--- config.mk ---
export PLATFORM = sky130hd
export DESIGN_NAME = emag_queue
export DESIGN_NICKNAME = d
export VERILOG_FILES = /design/src/emag_pkg.sv /design/src/emag_queue.sv
export SDC_FILE = /design/constraint.sdc
export NUM_CORES = 1
export LEC_CHECK = 0
export ABC_CLOCK_PERIOD_IN_PS = 9700
export BUFFER_PORTS_ARGS = -buffer_cell sky130_fd_sc_hd__buf_4
export CORE_UTILIZATION = 55
export DETAILED_ROUTE_END_ITERATION = 16
export PLACE_DENSITY = 0.77
export SYNTH_ARGS = -nofsm -noshare
export SYNTH_HDL_FRONTEND = slang
export SYNTH_SLANG_ARGS = --single-unit
--- constraint.sdc ---
create_clock -name clk -period 9.7 [get_ports clk]
set_input_delay 0.485 -clock clk [delete_from_list [all_inputs] [get_ports clk]]
set_output_delay 0.485 -clock clk [all_outputs]
set_load 0.01 [all_outputs]
--- src/emag_pkg.sv ---
`default_nettype none
// ----------------------------------------------------------------------------
// emag_pkg
// Shared constants, types and helpers for the 3x3 edge magnitude block.
// ----------------------------------------------------------------------------
package emag_pkg;

    localparam int MAX_WIDTH   = 1024;
    localparam int MAX_HEIGHT  = 1024;

    localparam int PIX_W       = 8;
    localparam int COORD_W     = 10;
    localparam int DIM_W       = 11;
    localparam int EDGE_W      = 10;
    localparam int MODE_W      = 2;
    localparam int CFG_IDX_W   = 2;
    localparam int CFG_DATA_W  = 11;
    localparam int SUM_W       = 12;
    localparam int LB_AW       = $clog2(MAX_WIDTH);

    localparam int QUEUE_DEPTH = 4;
    localparam int QPTR_W      = $clog2(QUEUE_DEPTH);
    localparam int QCNT_W      = $clog2(QUEUE_DEPTH + 1);

    localparam logic [CFG_IDX_W-1:0] REG_FRAME_WIDTH  = 2'd0;
    localparam logic [CFG_IDX_W-1:0] REG_FRAME_HEIGHT = 2'd1;
    localparam logic [CFG_IDX_W-1:0] REG_EDGE_MODE    = 2'd2;

    localparam logic [MODE_W-1:0] MODE_SOBEL     = 2'd0;
    localparam logic [MODE_W-1:0] MODE_PREWITT   = 2'd1;
    localparam logic [MODE_W-1:0] MODE_LAPLACIAN = 2'd2;

    localparam logic [DIM_W-1:0] DIM_MIN       = 11'd3;
    localparam logic [DIM_W-1:0] WIDTH_LIMIT   = DIM_W'(MAX_WIDTH);
    localparam logic [DIM_W-1:0] HEIGHT_LIMIT  = DIM_W'(MAX_HEIGHT);
    localparam logic [DIM_W-1:0] RESET_WIDTH   = 11'd640;
    localparam logic [DIM_W-1:0] RESET_HEIGHT  = 11'd480;

    localparam logic [PIX_W-1:0] GRAD_CLAMP = 8'd255;

    typedef logic [PIX_W-1:0] pix_t;

    // geometry already clamped to the legal range
    typedef struct packed {
        logic [DIM_W-1:0]  width;
        logic [DIM_W-1:0]  height;
        logic [MODE_W-1:0] mode;
    } emag_cfg_t;

    // one window ready for the arithmetic, index row*3+col, row 0 on top
    typedef struct packed {
        pix_t [8:0]         win;
        logic               border;
        logic [COORD_W-1:0] row;
        logic [COORD_W-1:0] col;
        logic               last;
    } emag_item_t;

    function automatic logic [DIM_W-1:0] clamp_dim(input logic [DIM_W-1:0] v,
                                                   input logic [DIM_W-1:0] hi);
        logic [DIM_W-1:0] r;
        if (v < DIM_MIN) r = DIM_MIN;
        else if (v > hi) r = hi;
        else r = v;
        return r;
    endfunction

endpackage
`default_nettype wire

--- src/emag_queue.sv ---
`default_nettype none
// ----------------------------------------------------------------------------
// emag_queue
// Short FIFO of windows between the front and the arithmetic back end.
// ----------------------------------------------------------------------------
module emag_queue (
    input  logic                          clk,
    input  logic                          rst_n,
    input  logic                          push,
    input  emag_pkg::emag_item_t          push_item,
    input  logic                          pop,
    output logic                          q_valid,
    output emag_pkg::emag_item_t          head_item,
    output logic [emag_pkg::QCNT_W-1:0]   level
);
    import emag_pkg::*;

    emag_item_t          entry_reg [QUEUE_DEPTH];
    logic [QPTR_W-1:0]   wr_ptr_reg, rd_ptr_reg;
    logic [QCNT_W-1:0]   count_reg, count_next;

    assign q_valid   = (count_reg != '0);
    assign head_item = entry_reg[rd_ptr_reg];
    assign level     = count_reg;

    always_comb
    begin
        count_next = count_reg;
        if (push && !pop)
            count_next = count_reg + 1'b1;
        else if (!push && pop)
            count_next = count_reg - 1'b1;
    end

    always_ff @(posedge clk or negedge rst_n)
    begin
        if (!rst_n)
        begin
            wr_ptr_reg <= '0;
            rd_ptr_reg <= '0;
            count_reg  <= '0;
        end
        else
        begin
            if (push)
                wr_ptr_reg <= wr_ptr_reg + 1'b1;
            if (pop)
                rd_ptr_reg <= rd_ptr_reg + 1'b1;
            count_reg <= count_next;
        end
    end

    always_ff @(posedge clk)
    begin
        if (push)
            entry_reg[wr_ptr_reg] <= push_item;
    end

    level_in_range: assert property (@(posedge clk) disable iff (!rst_n)
        count_reg <= QCNT_W'(QUEUE_DEPTH))
        else $error("queue level out of range");

    empty_ptrs_match: assert property (@(posedge clk) disable iff (!rst_n)
        (count_reg == '0) |-> (wr_ptr_reg == rd_ptr_reg))
        else $error("queue empty but pointers differ");

endmodule
`default_nettype wire

==> results of run 1 <==
-- metrics by stage --
stage	total power [mW]	cells	area [um2]	hold slack, ns	setup WS (ns)
final	5.130	1097	16880	0.1531	5.905
after detailed placement	3.868	1028	15720	0.3032	6.289
after global routing	5.359	1097	16880	0.1331	5.574
after floorplan	3.249	525	13990	0.1894	6.440
after global placement	3.824	1028	15720	0.2991	6.308
after CTS	5.206	1097	16880	0.1321	5.732
-- power breakdown --
group / internal, mW / total (mW) / switching [mW]
clock: 0.747 / 1.33 / 0.584
sequential: 2.17 / 2.33 / 0.156
combinational: 0.777 / 1.47 / 0.696
total: 3.69 / 5.13 / 1.44
-- worst max-delay path, stage by stage, from the launching register on --
cell,delay [ns]
sky130_fd_sc_hd__dfrtp_4,1.11
sky130_fd_sc_hd__buf_4,0.82
sky130_fd_sc_hd__mux4_2,0.61
sky130_fd_sc_hd__buf_4,0.16
-- cell usage in the layout (no fill, tap or decap), drive strengths merged --
cell type,n
and2,4
buf,201
clkbuf,48
clkinv,17
clkinvlp,2
dfrtp,7
dlygate4sd3,1
edfxtp,376
fa,1
ha,5
inv,5
mux2,1
mux4,94
nand2,2
nor2,1
o21ai,1
or3,1
xnor2,2
xor2,4
-- cell type report --
| cell class | instances | share of cell area (%) |
|---|---|---|
| Inverter | 4 | 0.08893 |
| Clock inverter | 20 | 0.8300 |
| Tap cell | 324 | 2.401 |
| Timing Repair Buffer | 202 | 8.997 |
| Multi-Input combinational cell | 116 | 13.75 |
| Sequential cell | 383 | 67.96 |
| Clock buffer | 48 | 5.980 |
-- logic make-up (layout without fill, tap and decap cells) --
group | after synthesis | in the layout | share of synthesized area, %
flip-flops | 383 | 383 | 81.98
multiplexers | 95 | 95 | 15.22
buffers and inverters | 26 | 274 | 1.503
AND/OR/NAND/NOR | 8 | 8 | 0.3041
adder cells (fa/ha/maj) | 6 | 6 | 0.5904
XOR/XNOR | 6 | 6 | 0.3757
AO/OA/AOI/OAI | 1 | 1 | 0.03575
-- per-layer routing --
| metal | vias to the layer above | part of all wire [%] | routed length [um] | track usage (%) |
|---|---|---|---|---|
| met1 | 3187 | 39 | 9658 | 24.92 |
| li1 | 2699 | - | - | - |
| met4 | 0 | 2.1 | 525 | 5.832 |
| met5 | - | 0 | 0 | 0 |
| met2 | 229 | 52 | 12850 | 33.44 |
| met3 | 49 | 7.1 | 1765 | 5.187 |
-- final timing paths --
| check | start | end | slack, ns | cells past startpoint |
|---|---|---|---|---|
| hold / removal | push_item[8] | entry_reg[0][8] | 0.15 | 1 |
| setup / recovery | rd_ptr_reg[0] | head_item[69] | 5.91 | 3 |
| max in group asynchronous | rst_n | rd_ptr_reg[0] | 9.24 | 2 |
| hold reg to reg | level[2] | level[2] | 0.50 | 1 |
| min in group asynchronous | rst_n | level[2] | 0.32 | 2 |
| setup reg to reg | wr_ptr_reg[0] | entry_reg[2][59] | 7.29 | 4 |
-- repair_timing --
item                                    CTS  global route
resized for setup                         0             0
endpoints found under the setup margin    0             0
hold buffers                              1             0
endpoints found under the hold margin     7             0
==> Implementation_results.wiki, run 1 <==
{| class="wikitable"
! Metric !! Value
|-
| Outcome || finished clean
|-
| Post-synthesis async set-or-reset flop share || 1.828%
|-
| Number of distinct library cells after synthesis || 20
|-
| First-pass DRT Iterations || 4
|-
| Period minus WS final || 3.795 ns
|-
| CTS clock-pin slew for the worst setup and hold paths || 0.06 ns
|-
| Setup-failing EPs final || 0
|-
| Maximum fanout along the worst path || 53
|-
| Largest register FFs || 376
|-
| Avg Inst Size Synth || 26.64 um2
|-
| Total negative slack for setup checks || 0 ns
|-
| Nets || 850
|-
| Data required time at the worst endpoint || 9.22 ns
|-
| DIE HEIGHT || 161.5 um
|-
| Number of placed I/O pins || 196
|-
| Number of antenna violations at the first check in global routing || 0
|-
| Most used flip-flop cell after synthesis || sky130_fd_sc_hd__edfxtp_1
|-
| Post-synthesis sequential element count || 383
|-
| Summed instance area of the synthesized netlist || 13990 um2
|-
| Remaining DRCs || 0
|-
| Num rows || 57
|-
| CP Capture Type || primary output
|-
| Total congestion overflow after global routing || 0
|-
| Setup repair after global routing missed its margin || no
|-
| Post-layout utilization of the core || 68.62%
|-
| Routed wire length || 24800 um
|-
| Clk_lat worst skew || 0.53 ns
|-
| Floorplan Core Area || 24600 um2
|-
| Area grow syn2layout || 20.71%
|-
| Total clock sinks || 383
|-
| # Max-Cap Violations || 0
|-
| Leading cell types by total area after synthesis || sky130_fd_sc_hd__edfxtp_1 (81%), sky130_fd_sc_hd__mux4_2 (15%), sky130_fd_sc_hd__dfrtp_1 (1.3%)
|-
| Die Width || 161.5 um
|-
| TritonCTS clock tree || built
|-
| Effective utilization at floorplan || 56.85%
|-
| Die area || 26070 um2
|-
| Layout Skew || 0.01607 ns
|-
| Footprint of the multi-input gates || 2321 um2
|-
| EDFF count, synth || 376
|-
| Final Hold Violating Endpoints || 0
|-
| Remaining antenna violation count after routing || 0
|-
| N_diodes || 0
|-
| Power density relative to cell area || 303.8 nW/um2
|-
| Sequential cell area fraction in the yosys report || 81.98%
|-
| Global placement routability congestion || 0.7118
|-
| Count of warnings emitted by yosys || 0
|-
| Fin. max-slew vios || 0
|-
| CTS HTree Levels || 2
|-
| Data arrival at the endpoint of the critical path || 3.31 ns
|-
| DP Wirelength || 14520 um
|-
| Most frequently used cell type in the post-synthesis netlist || sky130_fd_sc_hd__edfxtp_1
|-
| Largest net degree at the start of global routing || 76
|-
| Final routed wire length divided by cell count || 22.61 um
|-
| CTS Buf Count || 39
|-
| Final period utilization || 39.12%
|-
| First-pass GRT wire length || 38150 um
|-
| Avg Vias per Cell || 5.619
|-
| Hold Crit Class || primary input to register
|-
| Via Count || 6164
|-
| Kind of start point of the critical path || register
|-
| Synth area leader || sky130_fd_sc_hd__edfxtp_1
|-
| Number of global-route vias before repair || 6725
|-
| Fraction of final layout cells sized beyond drive strength 1 || 45.28%
|-
| Area share of the leading cell type in the synthesized netlist || 80.72%
|-
| Worst Tran Pin Value || 1.126 ns
|-
| Count of mapped cells out of synthesis || 525
|-
| LEAKAGE || 5.770 nW
|-
| Count of buffers inserted at the top-level ports || 195
|-
| Syn_nets || 629
|-
| Number of filler instances in the final layout || 1499
|-
| Most frequent cells after synthesis || sky130_fd_sc_hd__edfxtp_1 (376), sky130_fd_sc_hd__mux4_2 (94), sky130_fd_sc_hd__buf_2 (8), sky130_fd_sc_hd__dfrtp_1 (7)
|-
| Maximum vdd ir drop || 216.2 uV
|-
| All-layer global routing usage || 19.61%
|-
| Setup repair bufs after CTS || 0
|-
| Highest achievable clock rate || 263.5 MHz
|-
| Worst slew slack as a fraction of its limit || 24.95%
|-
| Violation count after the first detailed-routing iteration || 429
|-
| Root buffer cell || sky130_fd_sc_hd__clkbuf_16
|-
| Sequential standard cell area || 11470 um2
|-
| Critical setup path kind || register to primary output
|-
| Maximum clock insertion buffer count || 3
|}
(Power assumes the default switching activity.)
==> run 2, diff against run 1 <==
Settings changed: ABC_CLOCK_PERIOD_IN_PS 9700 to 3200, CORE_UTILIZATION 55 to 51, PLACE_DENSITY 0.77 to 0.75.
Clock period 9.7 ns to 3.2 ns, I/O delays scaled along.
==> Implementation_results.wiki, run 2 (synthesis gave the netlist of run 1 again) <==
{| class="wikitable"
! Metric !! Value
|-
| Outcome || finished clean
|-
| Total clock sinks || 383 (unchanged)
|-
| DIE HEIGHT || 167.6 um (+3.8%)
|-
| Final routed wire length divided by cell count || 21.21 um (-6.2%)
|-
| CTS Buf Count || 39 (unchanged)
|-
| Highest achievable clock rate || 393.3 MHz
|-
| Data required time at the worst endpoint || 3.04 ns (-6.18 ns)
|-
| All-layer global routing usage || 18.59% (-1.0 points)
|-
| Effective utilization at floorplan || 51.90% (-4.9 points)
|-
| Setup-failing EPs final || 0 (unchanged)
|-
| DP Wirelength || 15130 um (+4.2%)
|-
| Most frequent cells in the layout || sky130_fd_sc_hd__edfxtp_1 (376), sky130_fd_sc_hd__buf_4 (197), sky130_fd_sc_hd__dlygate4sd3_1 (98)
|-
| Final Hold Violating Endpoints || 0 (unchanged)
|-
| Avg Vias per Cell || 5.413 (-3.7%)
|-
| Number of placed I/O pins || 196 (unchanged)
|-
| Period minus WS final || 2.543 ns
|-
| Remaining antenna violation count after routing || 0 (unchanged)
|-
| Number of filler instances in the final layout || 1645 (+9.7%)
|-
| CTS HTree Levels || 2 (unchanged)
|-
| Worst Tran Pin Value || 0.7496 ns (-0.3761 ns)
|-
| Nets || 952 (+12%)
|-
| Kind of start point of the critical path || register
|-
| Fin area || 18110 um2 (+7.2%)
|-
| Floorplan Core Area || 26950 um2 (+9.5%)
|-
| Most common library cell in the layout ignoring fill and taps || sky130_fd_sc_hd__edfxtp_1
|-
| Die area || 28090 um2 (+7.7%)
|-
| Maximum clock insertion buffer count || 3 (unchanged)
|-
| Data arrival at the endpoint of the critical path || 2.38 ns (-0.93 ns)
|-
| Via Count || 6604 (+7.1%)
|-
| Routed wire length || 25870 um (+4.3%)
|-
| Number of antenna violations at the first check in global routing || 1 (+1)
|-
| Root buffer cell || sky130_fd_sc_hd__clkbuf_16
|-
| Hold Crit Class || primary input to register
|-
| Largest net degree at the start of global routing || 61 (-20%)
|-
| Clk_lat worst skew || 0.52 ns (about the same)
|-
| Final period utilization || 79.46%
|-
| Maximum vdd ir drop || 627.8 uV (+190%)
|-
| Die Width || 167.6 um (+3.8%)
|-
| Remaining DRCs || 0 (unchanged)
|-
| TritonCTS clock tree || built
|-
| Dpl cell area || 15900 um2 (+1.1%)
|-
| LEAKAGE || 6.293 nW (+9.0%)
|-
| Worst slew slack as a fraction of its limit || 50.03% (+25 points)
|-
| Violation count after the first detailed-routing iteration || 551 (+28%)
|-
| CTS clock-pin slew for the worst setup and hold paths || 0.06 ns (about the same)
|-
| Count of buffers inserted at the top-level ports || 195 (unchanged)
|-
| Power density relative to cell area || 887.5 nW/um2 (+190%)
|-
| Fraction of final layout cells sized beyond drive strength 1 || 41.34% (-3.9 points)
|-
| Number of global-route vias before repair || 7121 (+5.9%)
|-
| Layout Skew || 0.01024 ns (-0.005826 ns)
|-
| Power after layout || 16.07 mW (+210%)
|-
| CP Capture Type || primary output
|-
| Fin. max-slew vios || 0 (unchanged)
|-
| Largest register FFs || 376 (unchanged)
|-
| Global placement routability congestion || 0.6966 (-2.1%)
|-
| Setup repair bufs after CTS || 0 (unchanged)
|-
| Area grow syn2layout || 29.45%
|-
| Total negative slack for setup checks || 0 ns (unchanged)
|-
| Critical setup path kind || register to primary output
|-
| Total congestion overflow after global routing || 0 (unchanged)
|-
| First-pass GRT wire length || 39530 um (+3.6%)
|-
| # Max-Cap Violations || 0 (unchanged)
|-
| First-pass DRT Iterations || 4 (unchanged)
|-
| Maximum fanout along the worst path || 38 (-28%)
|-
| Num rows || 60 (+5.3%)
|-
| Setup repair after global routing missed its margin || no
|}
[run 2: layer usage]
metal,vias up,wire (um),GRT usage [%]
met5,-,0,0
met4,0,497,5.225
met3,41,1644,4.420
met2,232,13040,31.38
met1,3424,10690,24.36
li1,2907,-,-
[run 2: critical path, stage by stage, from the launching register on]
cell and delay, ns:
sky130_fd_sc_hd__dfrtp_4 0.72, sky130_fd_sc_hd__buf_12 0.35, sky130_fd_sc_hd__mux4_2 0.59, sky130_fd_sc_hd__buf_4 0.17
[run 2: where the power goes]
| part | total [mW] | internal [mW] | switching (mW) |
|---|---|---|---|
| combinational | 4.78 | 2.55 | 2.24 |
| clock | 4.30 | 2.54 | 1.76 |
| sequential | 6.99 | 6.56 | 0.421 |
| total | 16.1 | 11.7 | 4.42 |
[run 2: area by class of cell]
class	instances	area, um2	share of cell area [%]
clock buffer	49	1035	5.715
inverter	4	15.01	0.08292
antenna	1	2.502	0.01382
sequential	383	11470	63.37
multi-input combinational	116	2321	12.82
timing repair buffer	304	2640	14.58
clock inverter	22	192.7	1.064
tap	341	426.7	2.356
[run 2: final timing paths]
| kind | end | from | cells past startpoint | slack (ns) |
|---|---|---|---|---|
| setup / recovery | head_item[50] | rd_ptr_reg[0] | 3 | 0.66 |
| hold / removal | entry_reg[1][45] | push_item[45] | 2 | 0.39 |
| setup reg to reg | entry_reg[2][17] | wr_ptr_reg[0] | 4 | 1.24 |
| hold reg to reg | level[2] | level[2] | 1 | 0.53 |
| max in group asynchronous | rd_ptr_reg[1] | rst_n | 3 | 2.34 |
| min in group asynchronous | level[2] | rst_n | 3 | 0.60 |
[run 2: repair_timing]
| item | CTS | global route |
|---|---|---|
| gates resized for setup | 0 | 0 |
| hold endpoints to repair | 387 | 0 |
| hold buffers | 98 | 0 |
[run 2: stage by stage]
step           setup WS, ns  hold slack [ns]  util, %  cells
6_report             0.6574           0.3911    67.18   1220
5_1_grt              0.5072           0.3792    67.17   1219
4_1_cts              0.5651           0.3658    67.17   1219
3_5_place_dp          1.124         -0.02385    58.98   1050
3_3_place_gp          1.150         -0.02530    58.98   1050
2_1_floorplan       0.02398          -0.1356        -    525
==> run 3, diff against run 2 <==
Settings changed: ABC_CLOCK_PERIOD_IN_PS 3200 to 2500, CORE_UTILIZATION 51 to 55, PLACE_DENSITY 0.75 to 0.77.
Clock period 3.2 ns to 2.5 ns, I/O delays scaled along.
==> Implementation_results.wiki, run 3 (synthesis gave the netlist of run 1 again) <==
{| class="wikitable"
! Metric !! Value
|-
| Outcome || finished clean
|-
| All-layer global routing usage || 21.03% (+2.4 points)
|-
| Number of buffers added to fix hold violations after cts || 98 (unchanged)
|-
| Fraction of final layout cells sized beyond drive strength 1 || 41.79% (+0.45 points)
|-
| Clk_lat worst skew || 0.51 ns (about the same)
|-
| Remaining DRCs || 0 (unchanged)
|-
| Most frequent cells in the layout || sky130_fd_sc_hd__edfxtp_1 (376), sky130_fd_sc_hd__buf_4 (202), sky130_fd_sc_hd__dlygate4sd3_1 (98)
|-
| Worst Tran Pin Value || 0.3916 ns (-0.3580 ns)
|-
| Nets || 957 (+0.53%)
|-
| Most common library cell in the layout ignoring fill and taps || sky130_fd_sc_hd__edfxtp_1
|-
| Largest register FFs || 376 (unchanged)
|-
| Number of placed I/O pins || 196 (unchanged)
|-
| Total congestion overflow after global routing || 0 (unchanged)
|-
| CTS HTree Levels || 2 (unchanged)
|-
| Worst setup path startpoint || rd_ptr_reg[0]
|-
| Final Hold Violating Endpoints || 0 (unchanged)
|-
| TritonCTS clock tree || built
|-
| Final period utilization || 92.00%
|-
| LEAKAGE || 6.343 nW (+0.81%)
|-
| # Max-Cap Violations || 0 (unchanged)
|-
| Count of buffers inserted at the top-level ports || 195 (unchanged)
|-
| Period minus WS final || 2.300 ns
|-
| Die Width || 161.5 um (-3.7%)
|-
| Total negative slack for setup checks || 0 ns (unchanged)
|-
| First-pass GRT wire length || 40720 um (+3.0%)
|-
| Die area || 26070 um2 (-7.2%)
|-
| Largest net degree at the start of global routing || 48 (-21%)
|-
| Slowest stage delay, CP || 0.59 ns (-0.13 ns)
|-
| Root buffer cell || sky130_fd_sc_hd__clkbuf_16
|-
| Remaining antenna violation count after routing || 0 (unchanged)
|-
| Worst path top cell family by delay || multiplexers
|-
| Maximum vdd ir drop || 705.1 uV (+12%)
|-
| Final routed wire length divided by cell count || 21.78 um (+2.7%)
|-
| DP Wirelength || 15470 um (+2.2%)
|-
| Count of non-filler cells in the finished layout || 1207 (-1.1%)
|-
| Data required time at the worst endpoint || 2.38 ns (-0.66 ns)
|-
| CP Capture Type || primary output
|-
| Data arrival at the endpoint of the critical path || 2.18 ns (-0.20 ns)
|-
| Post-layout utilization of the core || 73.84% (+6.7 points)
|-
| Effective utilization at floorplan || 56.85% (+4.9 points)
|-
| Maximum fanout along the worst path || 45 (+18%)
|-
| Worst path cell trace || buf_12 -> mux4_2 -> buf_4
|-
| Global placement routability congestion || 0.7338 (+5.3%)
|-
| Setup repair after global routing missed its margin || no
|-
| Max stage delay cell, worst path || sky130_fd_sc_hd__mux4_2
|-
| Power after layout || 20.83 mW (+30%)
|-
| DIE HEIGHT || 161.5 um (-3.7%)
|-
| Layout Skew || 0.01047 ns (+0.0002305 ns)
|-
| Post-cts resize count || 0 (unchanged)
|-
| Maximum clock insertion buffer count || 3 (unchanged)
|-
| Placed Cells incl. Taps || 1038 (-1.1%)
|-
| Worst slew slack as a fraction of its limit || 73.90% (+24 points)
|-
| Number of antenna violations at the first check in global routing || 0 (-1)
|-
| First-pass DRT Iterations || 4 (unchanged)
|-
| Startpoint of the worst register-to-register path || wr_ptr_reg[0]
|-
| Hold Path Origin || push_item[18]
|-
| Highest achievable clock rate || 434.8 MHz
|-
| Fin. max-slew vios || 0 (unchanged)
|-
| Area grow syn2layout || 29.90%
|-
| Routed wire length || 26290 um (+1.6%)
|-
| Via Count || 6593 (-0.17%)
|-
| CTS clock-pin slew for the worst setup and hold paths || 0.06 ns (about the same)
|-
| Total clock sinks || 383 (unchanged)
|-
| Hold Crit Class || primary input to register
|-
| Critical setup path kind || register to primary output
|-
| CTS Buf Count || 39 (unchanged)
|-
| Setup-failing EPs final || 0 (unchanged)
|-
| Setup repair bufs after CTS || 0 (unchanged)
|-
| Buf/Inv on CP || 2 (unchanged)
|-
| Power density relative to cell area || 1147 nW/um2 (+29%)
|-
| Number of global-route vias before repair || 7341 (+3.1%)
|-
| Avg Vias per Cell || 5.462 (+0.91%)
|-
| Violation count after the first detailed-routing iteration || 472 (-14%)
|-
| Num rows || 57 (-5.0%)
|-
| Kind of start point of the critical path || register
|-
| N_diodes || 0 (-1)
|-
| Floorplan Core Area || 24600 um2 (-8.7%)
|}
[run 3: worst paths after layout]
check / to / slack [ns] / depth (start not counted)
min in group asynchronous: wr_ptr_reg[1] / 0.61 / 3
setup reg to reg: entry_reg[0][24] / 0.74 / 4
hold reg to reg: level[2] / 0.51 / 1
setup / recovery: head_item[54] / 0.20 / 3
hold / removal: entry_reg[2][18] / 0.36 / 2
max in group asynchronous: rd_ptr_reg[1] / 1.59 / 3
[run 3: final cells by class]
type,instances,area [um2]
multi-input cells,116,2321
clock buffers,53,1091
flip-flops and latches,383,11470
well taps,324,405.4
clock inverters,18,185.2
repair buffers,309,2678
fillers,1338,6436
inverters,4,15.01
[run 3: stage by stage]
step	setup slack (ns)	hold WS [ns]	instance area, um2
global route	0.08280	0.3494	18170
CTS	0.1515	0.3436	18170
finish	0.1999	0.3592	18170
detailed placement	0.6893	-0.05208	15910
floorplan	0.2770	-0.1706	13990
global placement	0.7066	-0.05756	15910
[run 3: power breakdown]
part | internal (mW) | total [mW] | switching (mW)
Combinational | 3.30 | 6.33 | 3.03
Clock | 3.47 | 5.69 | 2.22
Sequential | 8.40 | 8.81 | 0.408
[run 3: layer usage]
layer  global-route usage, %  part of all wire, %  vias up  wire, um
li1                        -                    -     2911         -
met1                   28.11                   39     3372     10300
met2                   35.97                   52      256     13730
met3                   3.313                  6.3       54      1657
met4                   6.647                  2.3        0       602
met5                       0                    0        -         0
