[src/emag_pkg.sv]
`default_nettype none
// ----------------------------------------------------------------------------
// emag_pkg
// Shared constants, types and helpers for the 3x3 edge magnitude block.
// ----------------------------------------------------------------------------
package emag_pkg;

    localparam int MAX_WIDTH   = 1024;
    localparam int MAX_HEIGHT  = 1024;

    localparam int PIX_W       = 8;
    localparam int COORD_W     = 10;
    localparam int DIM_W       = 11;
    localparam int EDGE_W      = 10;
    localparam int MODE_W      = 2;
    localparam int CFG_IDX_W   = 2;
    localparam int CFG_DATA_W  = 11;
    localparam int SUM_W       = 12;
    localparam int LB_AW       = $clog2(MAX_WIDTH);

    localparam int QUEUE_DEPTH = 4;
    localparam int QPTR_W      = $clog2(QUEUE_DEPTH);
    localparam int QCNT_W      = $clog2(QUEUE_DEPTH + 1);

    localparam logic [CFG_IDX_W-1:0] REG_FRAME_WIDTH  = 2'd0;
    localparam logic [CFG_IDX_W-1:0] REG_FRAME_HEIGHT = 2'd1;
    localparam logic [CFG_IDX_W-1:0] REG_EDGE_MODE    = 2'd2;

    localparam logic [MODE_W-1:0] MODE_SOBEL     = 2'd0;
    localparam logic [MODE_W-1:0] MODE_PREWITT   = 2'd1;
    localparam logic [MODE_W-1:0] MODE_LAPLACIAN = 2'd2;

    localparam logic [DIM_W-1:0] DIM_MIN       = 11'd3;
    localparam logic [DIM_W-1:0] WIDTH_LIMIT   = DIM_W'(MAX_WIDTH);
    localparam logic [DIM_W-1:0] HEIGHT_LIMIT  = DIM_W'(MAX_HEIGHT);
    localparam logic [DIM_W-1:0] RESET_WIDTH   = 11'd640;
    localparam logic [DIM_W-1:0] RESET_HEIGHT  = 11'd480;

    localparam logic [PIX_W-1:0] GRAD_CLAMP = 8'd255;

    typedef logic [PIX_W-1:0] pix_t;

    // geometry already clamped to the legal range
    typedef struct packed {
        logic [DIM_W-1:0]  width;
        logic [DIM_W-1:0]  height;
        logic [MODE_W-1:0] mode;
    } emag_cfg_t;

    // one window ready for the arithmetic, index row*3+col, row 0 on top
    typedef struct packed {
        pix_t [8:0]         win;
        logic               border;
        logic [COORD_W-1:0] row;
        logic [COORD_W-1:0] col;
        logic               last;
    } emag_item_t;

    function automatic logic [DIM_W-1:0] clamp_dim(input logic [DIM_W-1:0] v,
                                                   input logic [DIM_W-1:0] hi);
        logic [DIM_W-1:0] r;
        if (v < DIM_MIN) r = DIM_MIN;
        else if (v > hi) r = hi;
        else r = v;
        return r;
    endfunction

endpackage
`default_nettype wire

[src/emag_back.sv]
`default_nettype none
// ----------------------------------------------------------------------------
// emag_back
// Kernel arithmetic in two stages: gradients / Laplacian sum, then
// magnitude, clamp and the result register.
// ----------------------------------------------------------------------------
module emag_back (
    input  logic                             clk,
    input  logic                             rst_n,
    input  logic [emag_pkg::MODE_W-1:0]      mode,
    input  logic                             q_valid,
    output logic                             q_pop,
    input  emag_pkg::emag_item_t             q_item,
    output logic                             res_valid,
    input  logic                             res_ready,
    output logic                             out_valid,
    output logic [emag_pkg::COORD_W-1:0]     out_row,
    output logic [emag_pkg::COORD_W-1:0]     out_col,
    output logic [emag_pkg::EDGE_W-1:0]      edge_value,
    output logic                             frame_done
);
    import emag_pkg::*;

    logic signed [SUM_W-1:0] p [9];
    logic signed [SUM_W-1:0] k3, k5, k1, k7;
    logic signed [SUM_W-1:0] gx, gy, lap;
    logic                    sobel, lap_mode;
    logic                    s1_ready, s2_ready;

    logic                    s1_valid_reg;
    logic signed [SUM_W-1:0] s1_gx_reg, s1_gy_reg, s1_lap_reg;
    logic                    s1_lap_mode_reg, s1_border_reg, s1_last_reg;
    logic [COORD_W-1:0]      s1_row_reg, s1_col_reg;

    logic signed [SUM_W-1:0] gx_abs, gy_abs, mag;
    logic [EDGE_W-1:0]       grad_val, lap_val, edge_calc;

    logic                    res_valid_reg;
    logic [COORD_W-1:0]      res_row_reg, res_col_reg;
    logic [EDGE_W-1:0]       res_edge_reg;
    logic                    res_last_reg;

    always_comb
    begin
        for (int i = 0; i < 9; i++)
            p[i] = SUM_W'(q_item.win[i]);
    end

    assign sobel    = (mode == MODE_SOBEL);
    assign lap_mode = (mode != MODE_SOBEL) && (mode != MODE_PREWITT);

    // centre-column/row weight is 2 for Sobel, 1 for Prewitt
    assign k1 = sobel ? (p[1] <<< 1) : p[1];
    assign k3 = sobel ? (p[3] <<< 1) : p[3];
    assign k5 = sobel ? (p[5] <<< 1) : p[5];
    assign k7 = sobel ? (p[7] <<< 1) : p[7];

    assign gx  = (p[2] + k5 + p[8]) - (p[0] + k3 + p[6]);
    assign gy  = (p[6] + k7 + p[8]) - (p[0] + k1 + p[2]);
    assign lap = (p[1] + p[3] + p[5] + p[7]) - (p[4] <<< 2);

    assign s2_ready = !res_valid_reg || res_ready;
    assign s1_ready = !s1_valid_reg || s2_ready;
    assign q_pop    = q_valid && s1_ready;

    always_ff @(posedge clk or negedge rst_n)
    begin
        if (!rst_n)
        begin
            s1_valid_reg  <= 1'b0;
            res_valid_reg <= 1'b0;
        end
        else
        begin
            if (s1_ready)
                s1_valid_reg <= q_valid;
            if (s2_ready)
                res_valid_reg <= s1_valid_reg;
        end
    end

    always_ff @(posedge clk)
    begin
        if (q_pop)
        begin
            s1_gx_reg       <= gx;
            s1_gy_reg       <= gy;
            s1_lap_reg      <= lap;
            s1_lap_mode_reg <= lap_mode;
            s1_border_reg   <= q_item.border;
            s1_last_reg     <= q_item.last;
            s1_row_reg      <= q_item.row;
            s1_col_reg      <= q_item.col;
        end
    end

    assign gx_abs   = (s1_gx_reg < 0) ? -s1_gx_reg : s1_gx_reg;
    assign gy_abs   = (s1_gy_reg < 0) ? -s1_gy_reg : s1_gy_reg;
    assign mag      = (gx_abs > gy_abs) ? gx_abs : gy_abs;
    assign grad_val = (mag > SUM_W'(GRAD_CLAMP)) ? EDGE_W'(GRAD_CLAMP) : mag[EDGE_W-1:0];
    assign lap_val  = (s1_lap_reg < 0) ? '0 : s1_lap_reg[EDGE_W-1:0];

    always_comb
    begin
        if (s1_border_reg)
            edge_calc = '0;
        else if (s1_lap_mode_reg)
            edge_calc = lap_val;
        else
            edge_calc = grad_val;
    end

    always_ff @(posedge clk)
    begin
        if (s2_ready && s1_valid_reg)
        begin
            res_row_reg  <= s1_row_reg;
            res_col_reg  <= s1_col_reg;
            res_edge_reg <= edge_calc;
            res_last_reg <= s1_last_reg;
        end
    end

    assign res_valid  = res_valid_reg;
    assign out_valid  = res_valid_reg;
    assign out_row    = res_row_reg;
    assign out_col    = res_col_reg;
    assign edge_value = res_edge_reg;
    assign frame_done = res_last_reg;

    s1_holds_on_stall: assert property (@(posedge clk) disable iff (!rst_n)
        (s1_valid_reg && !s2_ready) |=> (s1_valid_reg && $stable(s1_row_reg)
                                          && $stable(s1_col_reg)))
        else $error("first stage lost a word while stalled");

    pop_fills_s1: assert property (@(posedge clk) disable iff (!rst_n)
        q_pop |=> s1_valid_reg)
        else $error("popped word did not reach first stage");

endmodule
`default_nettype wire

[config.mk]
export PLATFORM = sky130hd
export DESIGN_NAME = emag_back
export DESIGN_NICKNAME = d
export VERILOG_FILES = /design/src/emag_pkg.sv /design/src/emag_back.sv
export SDC_FILE = /design/constraint.sdc
export NUM_CORES = 1
export LEC_CHECK = 0
export ABC_AREA = 1
export BUFFER_PORTS_ARGS = -buffer_cell sky130_fd_sc_hd__buf_4
export CORE_UTILIZATION = 62
export DETAILED_ROUTE_END_ITERATION = 7
export PLACE_DENSITY = 0.83
export SETUP_SLACK_MARGIN = 0.02
export SYNTH_ARGS = -nofsm -noshare
export SYNTH_HDL_FRONTEND = slang
export SYNTH_SLANG_ARGS = --single-unit
[constraint.sdc]
create_clock -name clk -period 8.8 [get_ports clk]
set_input_delay 1.76 -clock clk [delete_from_list [all_inputs] [get_ports clk]]
set_output_delay 1.76 -clock clk [all_outputs]
set_load 0.01 [all_outputs]
==> results of run 1 <==
-- Yosys cell counts (2+ instances only) --
cell type,instances
nor4_1,2
nand3_4,2
inv_2,7
xor2_1,29
xnor2_1,6
or2_2,3
a31oi_1,2
fa_1,88
a21oi_2,9
edfxtp_1,89
a21oi_1,24
nor2_1,35
inv_1,182
nand2_1,116
nor3_1,5
a21o_1,2
nor2_4,2
nand2_2,6
nor3_4,2
ha_1,49
a211oi_1,2
dfrtp_1,2
o21ai_0,36
nand4_1,11
nand3_1,7
o31ai_1,2
nand2_4,6
clkbuf_1,8
-- area by class of cell --
class	count	area, sq um	area share
repair buffers	136	1020	0.112
inverters	191	719	0.0789
clock inverters	7	78.8	0.00865
well taps	147	184	0.0202
flip-flops and latches	91	2720	0.299
clock buffers	9	225	0.0247
multi-input cells	457	4160	0.457
-- metrics by stage --
step | total power, uW | cells | instance area, sq um
3_5_place_dp | 2380 | 1022 | 8810
5_1_grt | 3030 | 1038 | 9110
2_1_floorplan | 1940 | 748 | 7640
6_report | 2770 | 1038 | 9110
4_1_cts | 2780 | 1038 | 9110
3_3_place_gp | 2310 | 1022 | 8810
-- power groups by stage --
stage	registers [uW]	logic (uW)	clock network, uW
2_1_floorplan	720	1220	0
6_report	724	1670	383
3_5_place_dp	731	1650	0
5_1_grt	733	1890	407
4_1_cts	724	1670	390
3_3_place_gp	724	1580	0
-- routing by layer --
layer,wire (microns),GRT usage
met1,7080,0.363
met2,9460,0.544
met3,734,0.0546
met4,374,0.0947
met5,0,0
-- worst max path at each step --
stage                                          to
final                     s1_gx_reg[11]$_DFFE_PP_
after global routing      s1_gx_reg[11]$_DFFE_PP_
after CTS                 s1_gx_reg[11]$_DFFE_PP_
after detailed placement   s1_gx_reg[9]$_DFFE_PP_
after global placement     s1_gx_reg[9]$_DFFE_PP_
after floorplan            s1_gx_reg[9]$_DFFE_PP_
-- worst reg2reg max path, stage by stage (launching register included) --
cell and delay (ns):
edfxtp_1 0.41, inv_1 0.09, ha_1 0.15, inv_1 0.05, nor3_1 0.17, nand2_1 0.10
nor3_1 0.21, a31oi_1 0.15, xor2_1 0.18, ha_1 0.29, nand2_1 0.05, inv_1 0.07
nand3_1 0.09, nor3_1 0.18, nand4_1 0.14, nor2_2 0.15, nor2_4 0.06, nand2_4 0.08
nand2_8 0.08, nand3_4 0.13, nand2_4 0.06, nand2_4 0.11, nand2_1 0.08, nand2_1 0.10
a21oi_2 0.07
-- cells by family (layout without fill, tap and decap cells) --
family | count (synthesis) | in the layout
AND/OR/NAND/NOR | 204 | 204
buffers and inverters | 200 | 343
adder cells (fa/ha/maj) | 137 | 137
flip-flops | 91 | 91
AO/OA/AOI/OAI | 80 | 80
XOR/XNOR | 35 | 35
multiplexers | 1 | 1
-- cells in the final DEF, fill, tap and decap left out, types with 3 or more instances in the layout --
cell type,count
nand4_1,11
a21oi_2,10
inv_1,181
nand2_4,6
clkbuf_16,9
o21ai_0,36
inv_2,8
xnor2_1,6
or2_2,3
buf_4,136
xor2_1,29
ha_1,49
nand2_2,6
nand3_1,7
nor2_1,34
nor3_1,5
a21oi_1,23
fa_1,88
edfxtp_1,89
nand2_1,116
==> out/metrics.yaml, run 1 <==
drive_gt1_frac: 0.222
end_kind: "flip-flop"
grt_max_degree: 60
grt-ovfl-total: 0
holdWs_ns: 0.418
hp-start: "s1_last_reg$_DFFE_PP_"
drt_first_iter_violations: 328
wl_per_cell_microns: 17.0
fmax_mhz: 162
tightest_slew_ns: 0.773
synth_seq_cells: 91
hp-class: "flip-flop to flip-flop"
r2r_setup_slack_ns: 5.30
insertedDiodeCount: 0
cts-root-buf: "clkbuf_16"
synth_top_flop_cell: "edfxtp_1"
dieArea_sq_mm: 0.0128
power_density_mw_per_mm2: 304
critPathArrivalTime_ns: 6.28
io_pins: 134
dp_slack_ns: 2.34
rr_worst_depth: 24
slew_viol_final: 0
yosysSeqAreaShare: 0.357
syn_inst: 748
place_hpwl_microns: 14700
worstSetupPathDepth: 20
initial_core_util: 0.636
critical_path.top_delay_family: "adder cells"
clk_latency_ns: 0.36
via_per_inst: 5.32
reg2reg_from: "s1_gx_reg[1]$_DFFE_PP_"
async_flop_share: 0.0220
synth_fa_ha_area_frac: 0.311
setup_viol: 0
postRouteAntennaNets: 0
status: "finished clean"
final_util: 0.759
synth_top_family_by_area: "adder cells"
rsz0062_at_grt: "no"
post-cts-setup-buffer-count: 0
grt_pass1_vias: 5881
finalCriticalPeriod_ns: 6.19
syn_nets: 985
ys_warn_count: 0
max-slew-margin-rel: 0.485
die_h_microns: 113
io_buffers: 133
p_leak_uw: 0.00445
path_clk_slew_ns: 0.07
num_vias: 5526
setup_tns_ns: 0
area_delta_synth_final_pct: 19.4
std_cell_rows: 40
die_w_microns: 113
maxCapViolCount: 0
path_class: "input pin to flip-flop"
crit_chain: "buf_4 > nor2_2 > buf_4 > inv_1 > o21ai_0 > fa_1 > fa_1 > inv_1 > fa_1 > ha_1 > inv_1 > fa_1 > o21ai_0 > a21oi_1 > nor2_1 > nor2_1 > o21ai_0 > nand2_1 > nand2_1 > a21oi_1"
required_ns: 8.89
synth_compound_area_frac: 0.0598
synth-xor-area-share: 0.0401
combPwrFrac: 0.601
grtUsageTotal: 0.300
holdBufCountCts: 0
grt_pass1_wl_microns: 28400
cts_tree: "yes"
critPathMostFrequentCell: "fa_1"
hold_depth: 0
nNetsFinal: 1123
critPathLaunchType: "input pin"
routed_wirelength_microns: 17600
post-route-period-util: 0.703
cts.sinks: 91
synth_mux_area_frac: 0.00131
clockBufferDepth: 2
synth_top_area_share: 0.350
antenna_found_initial: 0
core_area_sq_mm: 0.0120
cts_buffers: 9
whs_endpoint: "frame_done$_DFFE_PP_"
synth_area_sq_mm: 0.00764
cp_slowest_cell: "fa_1"
startpoint: "mode[1]"
p_seq_frac: 0.261
yosys.area_share.simple: 0.132
setup_slack_ns: 2.61
finClkSkew_ns: 0.0161
power_switching_uw: 1270
cts_resized: 0
pwr-share-clk: 0.138
hold_viol: 0
synth_area_per_cell_sq_um: 10.2
ir_worst_vdd_v: 0.000147
swShare: 0.458
synth_area_leaders: "edfxtp_1, fa_1, inv_1, ha_1, nand2_1"
cpPeakStageDelay_ns: 0.54
rr_endpoint: "edge_value[7]$_SDFFCE_PP0P_"
internal_power_uw: 1500
n_fill_cell: 820
drt-pass1-iter-count: 5
synth_edf_count: 89
synth_largest_area_cell: "edfxtp_1"
cts_htree_levels: 3
route.detailed.drc: 0
crit_fanout: 51
cp_num_buf_inv: 5
gp_congestion: 0.946
ys_types: 42
(Power assumes the default switching activity.)
==> inputs of run 2 (changes only) <==
ABC_AREA = 0   (was 1)
CORE_UTILIZATION = 52   (was 62)
PLACE_DENSITY = 0.74   (was 0.83)
clock period = 5.2 ns   (was 8.8 ns; I/O delays follow)
==> out/metrics.yaml, run 2 <==
status: "finished clean"
max-slew-margin-rel: 0.502
async_flop_share: 0.0220
place_hpwl_microns: 13700
path_class: "input pin to flip-flop"
setup_viol: 0
gp_congestion: 0.908
cp_slowest_cell: "fa_1"
postRouteAntennaNets: 0
critPathLaunchType: "input pin"
required_ns: 5.30
mostFrequentLayoutCell: "buf_4"
p_leak_uw: 0.00413
cts.sinks: 91
grt_pass1_wl_microns: 26900
final_cell_count_no_fill: 962
grt-ovfl-total: 0
antenna_found_initial: 0
critical_path.top_delay_family: "adder cells"
power.total_uw: 4160
synth_area_per_cell_sq_um: 11.8
ir_worst_vdd_v: 0.000198
critPathArrivalTime_ns: 5.01
maxCapViolCount: 0
finalCriticalPeriod_ns: 4.91
dp_slack_ns: -0.0712
cts_resized: 0
crit_chain: "buf_4 > nor2_4 > buf_12 > buf_12 > mux2_2 > fa_1 > inv_1 > fa_1 > inv_1 > fa_1 > ha_1 > nor2b_1 > o21ai_0 > a21boi_1 > o21ai_0 > a21boi_1 > o21ai_0 > nand2b_1 > xor2_1"
insertedDiodeCount: 0
clk_latency_ns: 0.35
die_h_microns: 122
synth.most_common_cell: "inv_1"
drive_gt1_frac: 0.237
synth_area_leaders: "edfxtp_1, fa_1, ha_1, inv_1, xnor2_1"
area_delta_synth_final_pct: 22.3
std_cell_rows: 43
grt_pass1_vias: 5381
tightest_slew_ns: 0.747
rsz0062_at_grt: "no"
power_density_mw_per_mm2: 458
finClkSkew_ns: 0.00738
end_kind: "flip-flop"
seqCellArea_sq_mm: 0.00272
synth_top_flop_cell: "edfxtp_1"
syn_inst: 627
holdBufCountCts: 0
cts-root-buf: "clkbuf_16"
ys_warn_count: 0
synth_top_area_share: 0.360
drt-pass1-iter-count: 4
io_buffers: 133
setup_tns_ns: 0
route.detailed.drc: 0
die_w_microns: 122
synth_seq_cells: 91
path_clk_slew_ns: 0.06
grt_max_degree: 59
cpPeakStageDelay_ns: 0.52
num_vias: 4989
post-cts-setup-buffer-count: 0
initial_core_util: 0.535
cts_buffers: 9
fmax_mhz: 204
hold_viol: 0
holdWs_ns: 0.422
slew_viol_final: 0
core_area_sq_mm: 0.0139
nNetsFinal: 1014
yosysSeqAreaShare: 0.367
routed_wirelength_microns: 16400
n_fill_cell: 1069
wl_per_cell_microns: 17.1
clockBufferDepth: 2
cts_htree_levels: 3
hp-class: "flip-flop to flip-flop"
drt_first_iter_violations: 253
dp_cells: 946
crit_fanout: 11
ys_top_cells_by_count: "inv_1, edfxtp_1, fa_1"
dieArea_sq_mm: 0.0148
io_pins: 134
setup_slack_ns: 0.287
syn_nets: 864
ys_types: 53
synth_largest_area_cell: "edfxtp_1"
synth_area_sq_mm: 0.00743
cts_tree: "yes"
multi_input_area_sq_mm: 0.00415
cp_num_buf_inv: 5
post-route-period-util: 0.945
via_per_inst: 5.19
final_cell_mix: "buf_4, inv_1, edfxtp_1, fa_1, ha_1"
grtUsageTotal: 0.246
synth_edf_count: 89
[run 2: logic make-up after synthesis]
kind of cell    Yosys count  synth area share
mux                      29            0.0414
xor+xnor                 32            0.0377
flops                    91             0.367
buf+inv                 150            0.0775
compound gates           84            0.0775
fa+ha+maj               137             0.320
simple gates            104            0.0794
[run 2: layer usage]
metal,up-vias,GRT usage,routed length (microns)
li1,2385,-,-
met4,0,0.0903,396
met1,2413,0.299,6800
met5,-,0,0
met2,169,0.429,8250
met3,22,0.0508,972
[run 2: final timing paths]
kind                                         startpoint                           to  slack (ns)  cells after the start
worst min register to register  s1_row_reg[7]$_DFFE_PP_         out_row[7]$_DFFE_PP_        0.42                      0
min in group asynchronous                         rst_n     s1_valid_reg$_DFFE_PN0N_        0.46                      1
worst min-delay path            s1_row_reg[7]$_DFFE_PP_         out_row[7]$_DFFE_PP_        0.42                      0
worst max-delay path                            mode[1]       s1_gx_reg[9]$_DFFE_PP_        0.29                     19
max in group asynchronous                         rst_n        out_valid$_DFFE_PN0P_        4.65                      1
worst max register to register   s1_gy_reg[4]$_DFFE_PP_  edge_value[5]$_SDFFCE_PP0P_        1.24                     12
[run 2: power by group]
| part | switching, uW | internal [uW] |
|---|---|---|
| Combinational | 1180 | 1090 |
| Sequential | 146 | 1090 |
| Clock | 277 | 376 |
| Total | 1600 | 2560 |
[run 2: final cells by class]
type / count / area share
clock buffer: 9 / 0.0248
clock inverter: 7 / 0.00813
inverter: 138 / 0.0570
multi-input combinational: 386 / 0.457
sequential: 91 / 0.300
tap: 180 / 0.0248
timing repair buffer: 151 / 0.129
[run 2: worst register-to-register path, delay by kind of cell, from the launching register on]
kind	cells	cell delay, ns
mux	1	0.40
simple gates	6	1.88
flops	1	0.46
compound gates	3	0.54
xor+xnor	1	0.11
fa+ha+maj	1	0.31
[run 2: stage by stage]
step / cell area [sq um] / utilization
after floorplan: 7430 / -
after global placement: 8780 / 0.633
after detailed placement: 8780 / 0.633
after CTS: 9080 / 0.654
after global routing: 9080 / 0.654
final: 9080 / 0.654
==> inputs of run 3 (changes only) <==
RECOVER_POWER = 50   (was unset)
==> out/metrics.yaml, run 3 (synthesis gave the netlist of run 2 again) <==
wirelength_met1_microns: 6780
post-cts-setup-buffer-count: 0
std_cell_rows: 43
post-route-period-util: 0.946
area_delta_synth_final_pct: 20.7
finalCriticalPeriod_ns: 4.92
grt-ovfl-total: 0
grt_max_degree: 59
final_cell_mix: "inv_1, buf_4, edfxtp_1, fa_1, ha_1"
grt_pass1_wl_microns: 26900
met3WireLength_microns: 943
die_h_microns: 122
fmax_mhz: 203
hold_viol: 0
path_class: "input pin to flip-flop"
num_vias: 4978
insertedDiodeCount: 0
postRouteAntennaNets: 0
via_per_inst: 5.17
initial_core_util: 0.535
ir_worst_vdd_v: 0.000198
io_buffers: 133
met2_length_microns: 8280
critPathArrivalTime_ns: 5.01
core_area_sq_mm: 0.0139
drive_gt1_frac: 0.196
mostFrequentLayoutCell: "inv_1"
critPathLaunchType: "input pin"
power_density_mw_per_mm2: 463
crit_fanout: 11
cts-root-buf: "clkbuf_16"
topRoutingLayerUsed: "met4"
routed_wirelength_microns: 16400
cts_buffers: 9
gp_congestion: 0.908
cts_tree: "yes"
max-slew-margin-rel: -0.0810
place_hpwl_microns: 13700
wl_per_cell_microns: 17.1
dieArea_sq_mm: 0.0148
cts_resized: 0
cpPeakStageDelay_ns: 0.52
die_w_microns: 122
route.detailed.drc: 0
drt-pass1-iter-count: 4
setup_viol: 0
hp-class: "flip-flop to flip-flop"
holdBufCountCts: 0
final_util: 0.646
cp_num_buf_inv: 5
dp_slack_ns: -0.0712
drt_first_iter_violations: 245
required_ns: 5.30
io_pins: 134
violations: "max-capacitance violations, max-slew violations"
rsz0062_at_grt: "no"
tightest_slew_ns: 1.62
finClkSkew_ns: 0.0101
slew_viol_final: 31
path_clk_slew_ns: 0.07
cts_htree_levels: 3
maxCapViolCount: 1
crit_chain: "buf_4 > nor2_4 > buf_12 > buf_12 > mux2_2 > fa_1 > inv_1 > fa_1 > inv_1 > fa_1 > ha_1 > nor2b_1 > o21ai_0 > a21boi_1 > o21ai_0 > a21boi_1 > o21ai_0 > nand2b_1 > xor2_1"
p_leak_uw: 0.00401
nNetsFinal: 1014
grtUsageTotal: 0.246
status: "finished with violations"
cp_slowest_cell: "fa_1"
clk_latency_ns: 0.35
end_kind: "flip-flop"
grt_pass1_vias: 5381
cts.sinks: 91
critical_path.top_delay_family: "adder cells"
setup_slack_ns: 0.283
antenna_found_initial: 0
clockBufferDepth: 2
run 3: cell count changes in the layout (fill, tap and decap cells not counted), sizes merged:
cell and delta:
clkbuf +53, buf -53
run 3: worst paths after layout:
check / from / endpoint / slack [ns] / cells after the start
setup reg to reg: s1_gy_reg[4]$_DFFE_PP_ / edge_value[5]$_SDFFCE_PP0P_ / 1.24 / 12
setup / recovery: mode[1] / s1_gx_reg[9]$_DFFE_PP_ / 0.28 / 19
hold reg to reg: s1_col_reg[7]$_DFFE_PP_ / out_col[7]$_DFFE_PP_ / 0.42 / 0
max in group asynchronous: rst_n / out_valid$_DFFE_PN0P_ / 4.59 / 1
min in group asynchronous: rst_n / s1_valid_reg$_DFFE_PN0N_ / 0.47 / 1
hold / removal: s1_col_reg[7]$_DFFE_PP_ / out_col[7]$_DFFE_PP_ / 0.42 / 0
run 3: final cells by class:
| class | count | area [sq um] |
|---|---|---|
| tap | 180 | 225 |
| clock buffer | 9 | 225 |
| clock inverter | 7 | 73.8 |
| timing repair buffer | 151 | 1050 |
| multi-input combinational | 386 | 4150 |
| sequential | 91 | 2720 |
| inverter | 138 | 518 |
| fill | 1100 | 4920 |
run 3: routing by layer:
metal,vias up,GRT usage
met5,-,0
met4,0,0.0903
met3,21,0.0508
met2,148,0.429
met1,2425,0.299
li1,2384,-
run 3: worst reg2reg max path: cells and delay by family, from the launching register on:
kind	cells	cell delay (ns)
and+or+nand+nor	6	1.88
AOI/OAI and AO/OA	3	0.54
DFF	1	0.46
muxes	1	0.40
adders and majority gates	1	0.31
xor gates and xnor gates	1	0.11
run 3: through the flow:
step / TNS, ns / instances / instance area [sq um] / power [uW] / hold WS [ns]
after floorplan: 0 / 627 / 7430 / 2850 / 0.400
after global placement: 0 / 946 / 8780 / 3430 / 0.401
after detailed placement: -0.190 / 946 / 8780 / 3520 / 0.405
after CTS: 0 / 962 / 9080 / 4190 / 0.423
after global routing: 0 / 962 / 8960 / 4530 / 0.440
final: 0 / 962 / 8960 / 4150 / 0.422
run 3: where the power goes:
part           switching (uW)  internal, uW
clock network             278           376
logic                    1180          1080
registers                 145          1100
